===== src/design/mtep_pkg.sv =====
// shared types and constants of the midi track event parser
package mtep_pkg;

  localparam int unsigned MAX_VLQ_BYTES_DEF = 4;

  localparam logic [7:0] STATUS_META      = 8'hFF;
  localparam logic [7:0] STATUS_SYSEX     = 8'hF0;
  localparam logic [7:0] STATUS_SYSEX_ESC = 8'hF7;
  localparam logic [7:0] STATUS_SYSTEM    = 8'hF0;
  localparam logic [7:0] STATUS_HI_MASK   = 8'hF0;
  localparam logic [7:0] HI_PROGRAM       = 8'hC0;
  localparam logic [7:0] HI_PRESSURE      = 8'hD0;
  localparam logic [7:0] META_TEMPO       = 8'h51;
  localparam logic [27:0] TEMPO_LEN       = 28'd3;
  localparam logic [23:0] TEMPO_MIN_PERIOD = 24'd60061;

  typedef enum logic [2:0] {
    KIND_SHORT     = 3'd0,
    KIND_META      = 3'd1,
    KIND_SYSEX     = 3'd2,
    KIND_PAYLOAD   = 3'd3,
    KIND_TRACK_END = 3'd4
  } kind_e;

  typedef struct packed {
    kind_e       kind;
    logic [31:0] tick;
    logic [7:0]  status;
    logic [3:0]  channel;
    logic [7:0]  first_value;
    logic [7:0]  second_value;
    logic [27:0] payload_length;
    logic [23:0] tempo_period;
    logic        tempo_valid;
    logic        payload_last;
    logic        track_done;
    logic        truncated;
  } result_t;

endpackage


===== src/design/mtep_core.sv =====
// parser state registers and per-byte next-state and result logic
module mtep_core #(
  parameter int unsigned MAX_VLQ_BYTES = mtep_pkg::MAX_VLQ_BYTES_DEF
) (
  input  logic              clk_i,
  input  logic              rst_ni,
  input  logic              accept_i,
  input  logic [7:0]        data_byte_i,
  input  logic              track_end_i,
  input  logic              file_start_i,
  output logic              have_o,
  output mtep_pkg::result_t res_o
);

  localparam int unsigned CntW = $clog2(MAX_VLQ_BYTES + 1);
  localparam logic [CntW-1:0] CntMax = CntW'(MAX_VLQ_BYTES);

  typedef enum logic [2:0] {
    PH_DELTA    = 3'd0,
    PH_STATUS   = 3'd1,
    PH_DATA1    = 3'd2,
    PH_DATA2    = 3'd3,
    PH_METATYPE = 3'd4,
    PH_LENGTH   = 3'd5,
    PH_PAYLOAD  = 3'd6
  } phase_e;

  phase_e      phase_q, phase_d, phase_c;
  logic [31:0] tick_q, tick_d, tick_c;
  logic [7:0]  run_q, run_d, run_c;
  logic [7:0]  cur_q, cur_d, cur_c;
  logic [31:0] acc_q, acc_d, acc_c;
  logic [CntW-1:0] cnt_q, cnt_d, cnt_c;
  logic [7:0]  meta_q, meta_d, meta_c;
  logic [27:0] length_q, length_d, length_c;
  logic [27:0] left_q, left_d, left_c;
  logic [7:0]  first_q, first_d, first_c;
  logic [23:0] tempo_q, tempo_d, tempo_c;
  logic        found_q, found_d, found_c;

  logic [31:0] vlq_acc;
  logic [CntW-1:0] vlq_cnt;
  logic        vlq_done;
  logic [7:0]  d1_status;
  logic [7:0]  d1_hi;
  logic        d1_one;
  logic [27:0] left_n;
  logic [23:0] tempo_n;
  logic [27:0] vlq_len;
  logic        is_meta;

  // a file start wipes track state and the tempo flag before the byte is parsed
  always_comb begin
    if (file_start_i) begin
      phase_c  = PH_DELTA;
      tick_c   = '0;
      run_c    = '0;
      cur_c    = '0;
      acc_c    = '0;
      cnt_c    = '0;
      meta_c   = '0;
      length_c = '0;
      left_c   = '0;
      first_c  = '0;
      tempo_c  = '0;
      found_c  = 1'b0;
    end else begin
      phase_c  = phase_q;
      tick_c   = tick_q;
      run_c    = run_q;
      cur_c    = cur_q;
      acc_c    = acc_q;
      cnt_c    = cnt_q;
      meta_c   = meta_q;
      length_c = length_q;
      left_c   = left_q;
      first_c  = first_q;
      tempo_c  = tempo_q;
      found_c  = found_q;
    end
  end

  assign vlq_acc  = {acc_c[24:0], data_byte_i[6:0]};
  assign vlq_cnt  = cnt_c + CntW'(1);
  assign vlq_done = !data_byte_i[7] || (vlq_cnt >= CntMax);
  assign vlq_len  = vlq_acc[27:0];
  assign is_meta  = (cur_c == mtep_pkg::STATUS_META);

  // a data byte straight after the delta takes the running status
  assign d1_status = (phase_c == PH_STATUS) ? run_c : cur_c;
  assign d1_hi     = d1_status & mtep_pkg::STATUS_HI_MASK;
  assign d1_one    = (d1_hi == mtep_pkg::HI_PROGRAM) || (d1_hi == mtep_pkg::HI_PRESSURE);

  assign left_n  = left_c - 28'd1;
  assign tempo_n = {tempo_c[15:0], data_byte_i};

  always_comb begin
    phase_d  = phase_c;
    tick_d   = tick_c;
    run_d    = run_c;
    cur_d    = cur_c;
    acc_d    = acc_c;
    cnt_d    = cnt_c;
    meta_d   = meta_c;
    length_d = length_c;
    left_d   = left_c;
    first_d  = first_c;
    tempo_d  = tempo_c;
    found_d  = found_c;
    have_o   = 1'b0;
    res_o    = '0;

    unique case (phase_c)
      PH_DELTA: begin
        acc_d = vlq_acc;
        cnt_d = vlq_cnt;
        if (vlq_done) begin
          tick_d  = tick_c + vlq_acc;
          acc_d   = '0;
          cnt_d   = '0;
          phase_d = PH_STATUS;
        end
      end
      PH_STATUS, PH_DATA1: begin
        if (phase_c == PH_STATUS && data_byte_i[7]) begin
          cur_d = data_byte_i;
          if (data_byte_i < mtep_pkg::STATUS_SYSTEM) begin
            run_d = data_byte_i;
          end
          if (data_byte_i == mtep_pkg::STATUS_META) begin
            phase_d = PH_METATYPE;
          end else if (data_byte_i == mtep_pkg::STATUS_SYSEX ||
                       data_byte_i == mtep_pkg::STATUS_SYSEX_ESC) begin
            phase_d = PH_LENGTH;
          end else begin
            phase_d = PH_DATA1;
          end
        end else begin
          cur_d   = d1_status;
          first_d = data_byte_i;
          if (d1_one) begin
            have_o            = 1'b1;
            res_o.kind        = mtep_pkg::KIND_SHORT;
            res_o.status      = d1_status;
            res_o.first_value = data_byte_i;
            phase_d           = PH_DELTA;
          end else begin
            phase_d = PH_DATA2;
          end
        end
      end
      PH_DATA2: begin
        have_o             = 1'b1;
        res_o.kind         = mtep_pkg::KIND_SHORT;
        res_o.status       = cur_c;
        res_o.first_value  = first_c;
        res_o.second_value = data_byte_i;
        phase_d            = PH_DELTA;
      end
      PH_METATYPE: begin
        meta_d  = data_byte_i;
        phase_d = PH_LENGTH;
      end
      PH_LENGTH: begin
        acc_d = vlq_acc;
        cnt_d = vlq_cnt;
        if (vlq_done) begin
          length_d             = vlq_len;
          left_d               = vlq_len;
          tempo_d              = '0;
          acc_d                = '0;
          cnt_d                = '0;
          have_o               = 1'b1;
          res_o.kind           = is_meta ? mtep_pkg::KIND_META : mtep_pkg::KIND_SYSEX;
          res_o.status         = cur_c;
          res_o.first_value    = is_meta ? meta_c : 8'h00;
          res_o.payload_length = vlq_len;
          res_o.payload_last   = (vlq_len == '0);
          phase_d              = (vlq_len == '0) ? PH_DELTA : PH_PAYLOAD;
        end
      end
      PH_PAYLOAD: begin
        tempo_d              = tempo_n;
        left_d               = left_n;
        have_o               = 1'b1;
        res_o.kind           = mtep_pkg::KIND_PAYLOAD;
        res_o.status         = cur_c;
        res_o.first_value    = data_byte_i;
        res_o.payload_length = length_c;
        res_o.payload_last   = (left_n == '0);
        if (left_n == '0) begin
          phase_d = PH_DELTA;
          // first tempo of the file, slow enough to be a sensible bpm
          if (is_meta && meta_c == mtep_pkg::META_TEMPO &&
              length_c == mtep_pkg::TEMPO_LEN && !found_c &&
              tempo_n >= mtep_pkg::TEMPO_MIN_PERIOD) begin
            res_o.tempo_period = tempo_n;
            res_o.tempo_valid  = 1'b1;
            found_d            = 1'b1;
          end
        end
      end
      default: begin
        phase_d = PH_DELTA;
      end
    endcase

    res_o.tick    = tick_d;
    res_o.channel = (res_o.status < mtep_pkg::STATUS_SYSTEM) ? res_o.status[3:0] : 4'h0;

    if (track_end_i) begin
      if (!have_o) begin
        have_o        = 1'b1;
        res_o.kind    = mtep_pkg::KIND_TRACK_END;
        res_o.status  = 8'h00;
        res_o.channel = 4'h0;
      end
      res_o.track_done = 1'b1;
      res_o.truncated  = !(phase_d == PH_DELTA && cnt_d == '0);
      phase_d  = PH_DELTA;
      tick_d   = '0;
      run_d    = '0;
      cur_d    = '0;
      acc_d    = '0;
      cnt_d    = '0;
      meta_d   = '0;
      length_d = '0;
      left_d   = '0;
      first_d  = '0;
      tempo_d  = '0;
    end
  end

  always_ff @(posedge clk_i or negedge rst_ni) begin
    if (!rst_ni) begin
      phase_q  <= PH_DELTA;
      tick_q   <= '0;
      run_q    <= '0;
      cur_q    <= '0;
      acc_q    <= '0;
      cnt_q    <= '0;
      meta_q   <= '0;
      length_q <= '0;
      left_q   <= '0;
      first_q  <= '0;
      tempo_q  <= '0;
      found_q  <= 1'b0;
    end else if (accept_i) begin
      phase_q  <= phase_d;
      tick_q   <= tick_d;
      run_q    <= run_d;
      cur_q    <= cur_d;
      acc_q    <= acc_d;
      cnt_q    <= cnt_d;
      meta_q   <= meta_d;
      length_q <= length_d;
      left_q   <= left_d;
      first_q  <= first_d;
      tempo_q  <= tempo_d;
      found_q  <= found_d;
    end
  end

endmodule


===== src/design/mtep_skid.sv =====
// result register with a skid stage so the input side keeps flowing under stall
module mtep_skid (
  input  logic              clk_i,
  input  logic              rst_ni,
  input  logic              push_i,
  input  mtep_pkg::result_t push_data_i,
  output logic              space_o,
  output logic              valid_o,
  input  logic              ready_i,
  output mtep_pkg::result_t data_o
);

  logic              out_valid_q;
  logic              skid_valid_q;
  mtep_pkg::result_t out_q;
  mtep_pkg::result_t skid_q;
  logic              out_free;

  assign out_free = !out_valid_q || ready_i;
  assign space_o  = !skid_valid_q;
  assign valid_o  = out_valid_q;
  assign data_o   = out_q;

  always_ff @(posedge clk_i or negedge rst_ni) begin
    if (!rst_ni) begin
      out_valid_q  <= 1'b0;
      skid_valid_q <= 1'b0;
    end else if (out_free) begin
      if (skid_valid_q) begin
        out_valid_q  <= 1'b1;
        skid_valid_q <= 1'b0;
      end else begin
        out_valid_q <= push_i;
      end
    end else if (push_i) begin
      skid_valid_q <= 1'b1;
    end
  end

  // payload registers, no reset needed
  always_ff @(posedge clk_i) begin
    if (out_free) begin
      if (skid_valid_q) begin
        out_q <= skid_q;
      end else if (push_i) begin
        out_q <= push_data_i;
      end
    end else if (push_i) begin
      skid_q <= push_data_i;
    end
  end

endmodule


===== src/design/midi_track_event_parser.sv =====
// top level of the midi track event parser
//
// Takes the body of a midi file track one byte per transfer on the s_axis
// channel: tdata is the byte, tlast marks the final byte of the track and
// tuser marks the first byte of a new file. Each byte updates the parser
// state (delta accumulator, absolute tick, running status, event phase)
// in the cycle it is transferred and yields at most one result.
// Results leave on m_axis: tuser carries the kind (short event, meta or
// sysex header, payload byte, track end), tlast marks the result of the
// track's last byte and tdata carries the remaining fields.
// One byte is taken every cycle while s_axis_tready is high; each result
// is registered in the result register, or in the skid stage on stall.
// When the receiver stalls, a skid stage holds one more result and
// s_axis_tready drops only once both are full.
// Reset clears all parser state, the tempo flag and both result stages.
module midi_track_event_parser #(
  parameter int unsigned MAX_VLQ_BYTES = mtep_pkg::MAX_VLQ_BYTES_DEF
) (
  input  logic         clk_i,
  input  logic         rst_ni,
  input  logic         s_axis_tvalid,
  output logic         s_axis_tready,
  input  logic [7:0]   s_axis_tdata,   // data_byte
  input  logic         s_axis_tlast,   // track_end
  input  logic         s_axis_tuser,   // file_start
  output logic         m_axis_tvalid,
  input  logic         m_axis_tready,
  // tick[31:0] status[39:32] channel[43:40] first_value[51:44]
  // second_value[59:52] payload_length[87:60] tempo_period[111:88]
  // tempo_valid[112] payload_last[113] truncated[114], zero pad above
  output logic [119:0] m_axis_tdata,
  output logic         m_axis_tlast,   // track_done
  output logic [2:0]   m_axis_tuser    // kind
);

  logic              accept;
  logic              have;
  logic              space;
  mtep_pkg::result_t res;
  mtep_pkg::result_t out;

  assign s_axis_tready = space;
  assign accept        = s_axis_tvalid && space;

  mtep_core #(
    .MAX_VLQ_BYTES(MAX_VLQ_BYTES)
  ) u_core (
    .clk_i        (clk_i),
    .rst_ni       (rst_ni),
    .accept_i     (accept),
    .data_byte_i  (s_axis_tdata),
    .track_end_i  (s_axis_tlast),
    .file_start_i (s_axis_tuser),
    .have_o       (have),
    .res_o        (res)
  );

  mtep_skid u_skid (
    .clk_i       (clk_i),
    .rst_ni      (rst_ni),
    .push_i      (accept && have),
    .push_data_i (res),
    .space_o     (space),
    .valid_o     (m_axis_tvalid),
    .ready_i     (m_axis_tready),
    .data_o      (out)
  );

  assign m_axis_tdata = {5'b0, out.truncated, out.payload_last, out.tempo_valid,
                         out.tempo_period, out.payload_length, out.second_value,
                         out.first_value, out.channel, out.status, out.tick};
  assign m_axis_tlast = out.track_done;
  assign m_axis_tuser = out.kind;

endmodule

===== config.mk =====
export PLATFORM = sky130hd
export DESIGN_NAME = midi_track_event_parser
export DESIGN_NICKNAME = d
export VERILOG_FILES = /design/src/design/mtep_pkg.sv /design/src/design/mtep_core.sv /design/src/design/mtep_skid.sv /design/src/design/midi_track_event_parser.sv
export SDC_FILE = /design/constraint.sdc
export NUM_CORES = 1
export LEC_CHECK = 0
export ABC_CLOCK_PERIOD_IN_PS = 18500
export BUFFER_PORTS_ARGS = -buffer_cell sky130_fd_sc_hd__buf_4
export CAP_MARGIN = 40
export CELL_PAD_IN_SITES_DETAIL_PLACEMENT = 0
export CELL_PAD_IN_SITES_GLOBAL_PLACEMENT = 1
export CORE_UTILIZATION = 26
export CTS_CLUSTER_SIZE = 10
export DETAILED_ROUTE_END_ITERATION = 8
export PLACE_DENSITY_LB_ADDON = 0.3
export SLEW_MARGIN = 15
export SYNTH_ARGS = -nofsm -noshare
export SYNTH_HDL_FRONTEND = slang
export SYNTH_SLANG_ARGS = --single-unit

===== constraint.sdc =====
create_clock -name clk_i -period 18.5 [get_ports clk_i]
set_input_delay 0.925 -clock clk_i [delete_from_list [all_inputs] [get_ports clk_i]]
set_output_delay 0.925 -clock clk_i [all_outputs]
set_load 0.01 [all_outputs]

# ---- After elaboration in Yosys (flattened, before gate mapping)
# Cells that the tools add are included.
dict set report word_totals {
  regBits 416
  inputBits 14
  out_inout_bits 126
  elab_cells 181
}
dict set report classes {
  addsub 3
  n_lt_le_gt_ge 4
  n_eq_ne 14
  n_mux 92
  bitwise 1
  reduce_logical 29
}
# op n
set ops {}
lappend ops {{2-to-1 mux 119 bit} 2}
lappend ops {{2-to-1 mux 28 bit} 8}
lappend ops {{2-to-1 mux 8 bit} 25}
lappend ops {{2-to-1 mux 25 bit} 7}
lappend ops {{2-to-1 mux 32 bit} 4}
lappend ops {{one-hot mux 28 bit (2 select lines)} 2}
lappend ops {{2-to-1 mux 24 bit} 3}
lappend ops {{logical NOT 28 bit} 2}
lappend ops {{2-to-1 mux 3 bit} 16}
lappend ops {{one-hot mux 24 bit (2 select lines)} 1}
lappend ops {{adder 32 bit} 1}
lappend ops {{equality test 8 bit, second input constant} 4}
lappend ops {{one-hot mux 8 bit (4 select lines)} 1}
lappend ops {{equality test 28 x 2 -> 1 bit, second input constant} 1}
lappend ops {{subtractor 28 x 1 -> 28 bit, second input constant} 1}
lappend ops {{>= comparator 24 x 16 -> 1 bit, second input constant} 1}
lappend ops {{2-to-1 mux 12 bit} 2}
lappend ops {{one-hot mux 8 bit (3 select lines)} 1}
lappend ops {{less-than comparator 8 bit, second input constant} 2}
lappend ops {{one-hot mux 3 bit (5 select lines)} 1}
lappend ops {{2-to-1 mux 1 bit} 12}
lappend ops {{equality test 3 bit, second input constant} 3}
lappend ops {{logical NOT 3 bit} 3}
lappend ops {{equality test 4 bit, second input constant} 2}
lappend ops {{17 further kinds} 38}

# ---- Longest topological paths before layout
# Gate-level depths: netlist (run 1).
dict set report logic_depth {
  depth_word 14
  ltp_mapped 18
  mapped_depth_nobuf 14
}

# ---- Cells and area by module
# From an unflattened synthesis (run 1), not the netlist that was laid out.
dict set report unflattened {
  hier_cells 1713
  hier_area_um2 20434.6
}
# module n_inst cells_each area_each_um2
set by_module_without_submodules {}
lappend by_module_without_submodules {mtep_core 1 1325 11683.7}
lappend by_module_without_submodules {mtep_skid 1 380 8697.1}
lappend by_module_without_submodules {midi_track_event_parser 1 8 53.8}

# ---- Least setup slack after synthesis (run 1)
# OpenSTA, ideal clock, no wires.
dict set report synth_path {
  path_kind {input -> register}
  from {input s_axis_tuser}
  to {register u_skid.skid_q[0] in the netlist's numbering, enable pin}
  setup_ns 0.767
  arrival_time_ns 12.002
  required_ns 17.733
  slack_ns 5.731
  stages 13
  path_cell_list {clkbuf_1 -> clkbuf_1 -> clkbuf_1 -> clkbuf_1 -> clkbuf_1 -> nor2b_1 -> ha_1 -> xnor2_1 -> a21bo_2 -> nand2_1 -> nor2_1 -> nand3b_1 -> nor3b_1}
}
dict set report synth_between {
  elab_chain_cells 11
  word_cells_on_any_way 26
  classes_between {1 x add/sub; 1 x order compare; 7 x eq/ne; 10 x mux; 7 x reduce/logical}
}
# element line_no
set synth_rtl {}
lappend synth_rtl {{from (decl)} midi_track_event_parser.sv:25} ;# input logic s_axis_tuser,
lappend synth_rtl {{branches (longest 7 deep; another with adder 3 x 1 -> 3 bit)} --}
lappend synth_rtl {{one-hot mux 1 bit (3 select lines) (*)} mtep_core.sv:113} ;# unique case (phase_c)
lappend synth_rtl {{2-to-1 mux 1 bit (*)} mtep_core.sv:211} ;# if (track_end_i) begin
lappend synth_rtl {{logical AND 1 bit (*)} midi_track_event_parser.sv:61} ;# .push_i (accept && have),
lappend synth_rtl {{AND reduction 2 bit (no source line) (*)} --}
lappend synth_rtl {{to (signal assigned)} mtep_skid.sv:49} ;# skid_q <= push_data_i;
lappend synth_rtl {{to (decl)} mtep_skid.sv:16} ;# mtep_pkg::result_t skid_q;
# Every way passes the cells marked *.
# A chain may end at the register's enable or synchronous reset.

# ---- Worst setup path after layout (run 1)
dict set report layout_path {
  from {input s_axis_tuser}
  to {register u_skid.out_q, in the netlist u_skid.data_o[47], enable pin}
}
dict set report layout_between {
  elab_chain_cells 12
  word_cells_on_any_way 27
  classes_between {1 x add/sub; 1 x order compare; 7 x eq/ne; 10 x mux; 8 x reduce/logical}
}
# element line_no
set layout_rtl {}
lappend layout_rtl {{branches (longest 7 deep; another with adder 3 x 1 -> 3 bit)} --}
lappend layout_rtl {{one-hot mux 1 bit (3 select lines) (*)} mtep_core.sv:113}
lappend layout_rtl {{2-to-1 mux 1 bit (*)} mtep_core.sv:211}
lappend layout_rtl {{logical AND 1 bit (*)} midi_track_event_parser.sv:61}
lappend layout_rtl {{nonzero test 2 bit (no source line) (*)} --}
lappend layout_rtl {{AND reduction 2 bit (no source line) (*)} --}
lappend layout_rtl {{to (signal assigned)} mtep_skid.sv:44} ;# out_q <= skid_q;
lappend layout_rtl {{to (signal assigned)} mtep_skid.sv:46} ;# out_q <= push_data_i;
lappend layout_rtl {{to (decl)} mtep_skid.sv:15} ;# mtep_pkg::result_t out_q;
# Marks and branches as above.

==> impl_metrics.tcl, run 1 <==
set metrics [dict create \
    drcViolationCount 0 \
    synth_area_per_cell_um2 11.5 \
    dieArea_um2 79600 \
    layout.cells.non_filler 2960 \
    cts.sink_count 408 \
    critPathLaunchType "input pin" \
    grt.total_usage_pct 16.1 \
    drv_cap 0 \
    final_nets 1928 \
    cp.required_ns 18.82 \
    io_buffers 134 \
    htreeDepth 2 \
    place.gp.congestion 0.880 \
    post_cts_buffers 0 \
    coreArea_um2 77600 \
    grt_pass1_vias 14900 \
    clock_latency_ns 0.61 \
    grt_max_degree 64 \
    ctsRootBufferMaster "clkbuf_16" \
    grt_pass1_wl_um 97100 \
    status "complete, no violations" \
    vias_per_cell 5.03 \
    hold_viol 0 \
    cp_data_arrival_time_ns 5.57 \
    clockBufferDepth 3 \
    tightestPinTransition_ns 0.827 \
    slew_headroom_pct 44.3 \
    hp-class "input pin to asynchronous set/reset pin" \
    antenna_cells 0 \
    drt_iter0_drc 1290 \
    finalCritPeriodShare_pct 28.3 \
    netlist_area_um2 20400 \
    power_mw 2.14 \
    synth_simple_gate_area_share_pct 12.6 \
    fmax_mhz 191 \
    yosysUniqueCellTypes 88 \
    synth_ff_type "edfxtp_1" \
    drt_pass1_iterations 5 \
    finalSetupTns_ns 0 \
    drt-total-wl_um 64100 \
    multi_input_area_um2 8440 \
    synth_xor_area_share_pct 1.59 \
    post-route-min-period_ns 5.24 \
    dp_hpwl_um 43100 \
    cts-resized-gates 0 \
    netlist.area_leader.share_pct 35.0 \
    cts.clk_slew.worst_paths_ns 0.06 \
    fill_cells 7950 \
    vias 14900 \
    yosys-mux-area-fraction_pct 7.52 \
    synth-edff-count 238 \
    ys_warn_count 0 \
    cts_tree "built" \
    initial_utilization_pct 26.3 \
    routedWlPerCell_um 21.6 \
    yosysTopAreaCell "edfxtp_1" \
    ctsHoldBuffers 0 \
    grt-ovfl-total 0 \
    async_reset_ff_share_pct 41.7 \
    yosys-top-cells-area "edfxtp_1 35%, dfrtp_1 21%, mux2_2 5.9%, a22o_1 4.9%, o21ai_0 3.5%" \
    layout_common_cells "238 x edfxtp_1, 188 x nand2_1, 170 x dfrtp_1" \
    crit_type "input pin to register" \
    drive_gt1_share_pct 21.5 \
    slew_viol_final 0 \
    final_common_cell "edfxtp_1" \
    vdd_drop_max_uv 67.3 \
    cts_inserted_buffers 50 \
    die_x_um 282 \
    yosys_register_bits 408 \
    clock_skew_ns 0.0206 \
    setup_viol 0 \
    endpoint_kind "register" \
    synth_top_family_by_area "compound AO/OA/AOI/OAI gates" \
    rows 102 \
    area_delta_synth_final_pct 18.7 \
    worstPathMaxFanout 47 \
    seq_area_um2 11400 \
    pin_count 140 \
    leakagePower_nw 9.90 \
    synthAdderAreaFrac_pct 2.18 \
    ant_nets 0 \
    ys_seq_area_share_pct 55.9 \
    die_h_um 282 \
    power-per-cell-area_nw_per_um2 88.3 \
    grt_antenna_before_repair 1 \
    dp_cells 2867 \
    synth_cells 1770 \
    rsz0062_at_grt "false" \
    synth_compound_area_share_pct 17.0 \
]
per-stage QoR:
stage | cell area, um2 | hold WS [ns] | util (%) | worst slack [ns]
after floorplan | 20400 | 0.441 | - | 5.73
after global placement | 22500 | 0.454 | 29.0 | 12.67
after detailed placement | 22700 | 0.463 | 29.3 | 12.65
after CTS | 24200 | 0.343 | 31.2 | 13.26
after global routing | 24200 | 0.381 | 31.2 | 12.89
final | 24200 | 0.346 | 31.2 | 13.26
flip-flops by register name, summed over array words and instances, names as in the netlist:
register and flops:
u_core.tempo_q 16, u_core.found_q 1, u_skid.data_o 119, u_skid.skid_q 119, u_core.acc_q 25, u_core.cnt_q 3
u_core.tick_q 32, u_skid.skid_valid_q 1, u_core.cur_q 8, u_skid.valid_o 1, u_core.meta_q 8, u_core.length_q 28
u_core.run_q 8, u_core.first_q 8, u_core.phase_q 3, u_core.left_q 28
report_power, final:
part	total, mW	switching [mW]	internal [mW]
Combinational	0.195	0.128	0.0671
Sequential	1.02	0.0191	1.00
Clock	0.922	0.399	0.523
Total	2.14	0.547	1.59
synthesized netlist by cell type, types with 27 or more instances:
cell	number
ha_1	34
nand2_1	189
dfrtp_1	170
clkbuf_1	111
a22o_1	113
o21ai_0	143
mux2_2	106
edfxtp_1	238
nor3_1	27
inv_1	32
a22oi_1	46
a21oi_1	54
nor2b_1	64
nor2_1	64
final timing paths:
path	from	endpoint	slack, ns	cells after the start
worst max-delay path	s_axis_tuser	u_skid.data_o[47]$_DFFE_PP_	13.26	14
worst min-delay path	rst_ni	u_core.tick_q[29]$_DFFE_PN0P_	0.35	1
worst max register to register	u_core.cnt_q[0]$_DFFE_PN0P_	u_skid.data_o[47]$_DFFE_PP_	14.03	12
worst min register to register	u_core.tick_q[28]$_DFFE_PN0P_	u_core.tick_q[28]$_DFFE_PN0P_	0.48	2
max in group asynchronous	rst_ni	u_core.left_q[13]$_DFFE_PN0P_	16.37	4
min in group clk_i	u_core.tick_q[28]$_DFFE_PN0P_	u_core.tick_q[28]$_DFFE_PN0P_	0.48	2
layout make-up:
type / instances / share of cell area, %
flip-flops and latches: 408 / 47.1
multi-input cells: 1210 / 34.8
repair buffers: 176 / 5.91
clock buffers: 82 / 5.83
well taps: 1040 / 5.37
inverters: 33 / 0.532
clock inverters: 11 / 0.413
cell families after synthesis:
kind of cell / after synthesis
simple gates: 499
mux: 132
flops: 408
buf+inv: 156
xor+xnor: 37
compound gates: 502
fa+ha+maj: 35
other cells: 1
worst max-delay path, stage by stage:
cell,delay [ns]
buf_4,0.33
buf_4,0.54
nor2b_1,0.13
ha_1,0.22
xnor2_1,0.42
a21bo_2,0.60
nand2_1,0.37
nor2_1,0.43
nand3b_1,0.15
a21oi_1,0.35
nor2b_4,0.06
buf_4,0.31
buf_4,0.37
buf_16,0.25
metal layers:
metal  vias to the layer above  global-route usage [%]  routed length [um]
met4                         2                    5.04                1750
met5                         -                       0                  13
met2                       436                    25.9               30000
met3                        97                    2.75                3250
met1                      7472                    21.8               29100
li1                       6872                       -                   -
(Power assumes the default switching activity.)
==> inputs of run 2 (changes only) <==
--- a/config.mk
+++ b/config.mk
@@ -5,7 +5,8 @@
 export SDC_FILE = /design/constraint.sdc
 export NUM_CORES = 1
 export LEC_CHECK = 0
-export ABC_CLOCK_PERIOD_IN_PS = 18500
+export ABC_AREA = 1
+export ABC_CLOCK_PERIOD_IN_PS = 5000
 export BUFFER_PORTS_ARGS = -buffer_cell sky130_fd_sc_hd__buf_4
 export CAP_MARGIN = 40
 export CELL_PAD_IN_SITES_DETAIL_PLACEMENT = 0
==> constraint.sdc (replaced) <==
create_clock -name clk_i -period 5 [get_ports clk_i]
set_input_delay 0.25 -clock clk_i [delete_from_list [all_inputs] [get_ports clk_i]]
set_output_delay 0.25 -clock clk_i [all_outputs]
set_load 0.01 [all_outputs]
==> run 2 against run 1 <==
- global-route usage is 1.4 points higher
- critical path depth stayed put
- final cell count grew 31%
- largest power group unchanged
- critical path type is now register to register
==> impl_metrics.tcl, run 2 <==
set metrics [dict create \
    worstSetupEndpoint "u_skid.data_o[106]$_DFFE_PP_" \
    synth-edff-count 238 \
    pin_count 140 \
    drcViolationCount 0 \
    min-delay-start "m_axis_tready" \
    ff2ff_path_depth 14 \
    cp_slowest_cell "nor2_1" \
    drt_iter0_drc 1325 \
    finalCritPeriodShare_pct 76.9 \
    hold_viol 0 \
    setup_viol 0 \
    final_nets 2751 \
    layout_common_cells "637 x nand2_1, 308 x inv_1, 260 x o21ai_0" \
    coreArea_um2 83700 \
    synth_cells 2592 \
    drt-total-wl_um 75400 \
    vias_per_cell 4.77 \
    fin_area_um2 26000 \
    grt_antenna_before_repair 0 \
    worstReg2RegEnd "u_skid.data_o[106]$_DFFE_PP_" \
    async_reset_ff_share_pct 41.7 \
    crit_path_start "u_core.phase_q[0]$_DFFE_PN0P_" \
    initial_utilization_pct 26.3 \
    critical-path-top-delay-family "simple AND/OR/NAND/NOR gates" \
    ys_warn_count 0 \
    drive_gt1_share_pct 12.1 \
    dieArea_um2 85700 \
    path_cells "nand2_1 -> nor2_2 -> nand2_1 -> nor2_1 -> inv_1 -> nand4_1 -> nor2_1 -> inv_2 -> nand2_1 -> o21ai_0 -> inv_1 -> nor2_1 -> nor2_4 -> buf_12" \
    yosys-top-cells-area "edfxtp_1 32%, dfrtp_1 19%, nand2_1 11%, o21ai_0 5.9%, inv_1 5.3%" \
    crit_type "register to register" \
    die_x_um 293 \
    drv_cap 0 \
    place.gp.congestion 0.910 \
    yosys.cell_count.top_type "nand2_1" \
    grt.total_usage_pct 17.4 \
    cts_tree "built" \
    grt_pass1_vias 18400 \
    worstPathMaxFanout 45 \
    post_dp_cell_area_um2 24300 \
    fin_ws_ns 1.15 \
    vias 18500 \
    dp_hpwl_um 52800 \
    yosysTopAreaCell "edfxtp_1" \
    routedWlPerCell_um 19.4 \
    netlist_area_um2 22000 \
    cts.sink_count 408 \
    io_buffers 134 \
    htreeDepth 2 \
    synth_ff_type "edfxtp_1" \
    clock_skew_ns 0.0404 \
    grt-ovfl-total 0 \
    slew_viol_final 0 \
    crit_buf_inv 4 \
    drt_pass1_iterations 6 \
    cts-resized-gates 0 \
    yosysUniqueCellTypes 58 \
    cp_data_arrival_time_ns 4.14 \
    r2r_slack_ns 1.15 \
    cts.clk_slew.worst_paths_ns 0.06 \
    tightestPinTransition_ns 0.784 \
    final_common_cell "nand2_1" \
    vdd_drop_max_uv 235 \
    leakagePower_nw 11.0 \
    slew_headroom_pct 47.7 \
    path_depth 14 \
    post-route-min-period_ns 3.85 \
    fill_cells 8937 \
    synthTopCellsByCount "637 x nand2_1, 309 x inv_1, 260 x nor2_1, 260 x o21ai_0, 238 x edfxtp_1" \
    dp_slack_ns 0.731 \
    area_delta_synth_final_pct 18.1 \
    synth_area_per_cell_um2 8.48 \
    post_cts_buffers 0 \
    power-per-cell-area_nw_per_um2 324 \
    ctsRootBufferMaster "clkbuf_16" \
    clockBufferDepth 3 \
    r2r_start "u_core.phase_q[0]$_DFFE_PN0P_" \
    clock_latency_ns 0.62 \
    cpPeakStageDelay_ns 0.61 \
    grt_pass1_wl_um 115000 \
    fmax_mhz 260 \
    rows 106 \
    ys_seq_area_share_pct 51.8 \
    ctsHoldBuffers 2 \
    cts_inserted_buffers 52 \
    endpoint_kind "register" \
    cp.required_ns 5.29 \
    finalSetupTns_ns 0 \
    hp-class "input pin to register" \
    netlist.area_leader.share_pct 32.5 \
    critPathLaunchType "register" \
    yosys_register_bits 408 \
    status "complete, no violations" \
    rsz0062_at_grt "false" \
    die_h_um 293 \
    grt_max_degree 131 \
    ant_nets 0 \
]
-- run 2: worst register-to-register path, cell delays in order, from the launching register on --
cell	delay, ns
dfrtp_1	0.44
nand2_1	0.09
nor2_2	0.16
nand2_1	0.33
nor2_1	0.61
inv_1	0.13
nand4_1	0.17
nor2_1	0.08
inv_2	0.24
nand2_1	0.12
o21ai_0	0.38
inv_1	0.08
nor2_1	0.26
nor2_4	0.15
buf_12	0.22
-- run 2: area by class of cell --
cell class | count | area, um2 | share of cell area [%]
Antenna cell | 1 | 2.50 | 0.00964
Inverter | 325 | 1220 | 4.72
Timing Repair Buffer | 181 | 1480 | 5.70
Clock inverter | 9 | 116 | 0.448
Clock buffer | 88 | 1510 | 5.80
Tap cell | 1134 | 1420 | 5.46
Multi-Input combinational cell | 1734 | 8810 | 33.9
Sequential cell | 408 | 11400 | 43.9
-- run 2: worst min-delay path by stage --
stage	end	cells after the start
after global placement	u_core.tick_q[12]$_DFFE_PN0P_	1
after CTS	u_skid.skid_valid_q$_DFFE_PN0P_	4
after global routing	u_core.first_q[5]$_DFFE_PN0P_	3
after floorplan	u_core.acc_q[0]$_DFFE_PN0P_	0
final	u_skid.skid_valid_q$_DFFE_PN0P_	4
after detailed placement	u_core.tick_q[14]$_DFFE_PN0P_	1
-- run 2: per-layer routing --
| metal | track usage [%] | wire length, um |
|---|---|---|
| met5 | 0 | 0 |
| met4 | 4.81 | 1740 |
| met3 | 2.01 | 3190 |
| met2 | 28.9 | 35600 |
| met1 | 23.9 | 34900 |
-- run 2: power by group --
group / leakage [nW] / internal, mW / switching (mW)
combinational: 5.69 / 0.303 / 0.676
sequential: 4.58 / 3.78 / 0.0645
clock: 0.778 / 2.10 / 1.50
-- run 2: logic make-up (layout without fill, tap and decap cells) --
family	after synthesis	count (layout)	share of synthesized area (%)
xor+xnor	25	25	1.03
other cells	1	6	0.0171
flops	408	408	51.8
fa+ha+maj	35	35	2.03
buf+inv	454	603	8.29
compound gates	555	555	14.8
simple gates	1114	1114	21.9
-- run 2: metrics by stage --
step	power, mW	utilization (%)	hold WS (ns)	instances
2_1_floorplan	4.46	-	-0.0456	2596
6_report	8.41	31.0	0.0211	3880
3_5_place_dp	4.90	29.0	0.235	3779
5_1_grt	8.78	31.0	0.0450	3879
3_3_place_gp	4.88	29.0	0.227	3777
4_1_cts	8.55	31.0	0.00302	3878
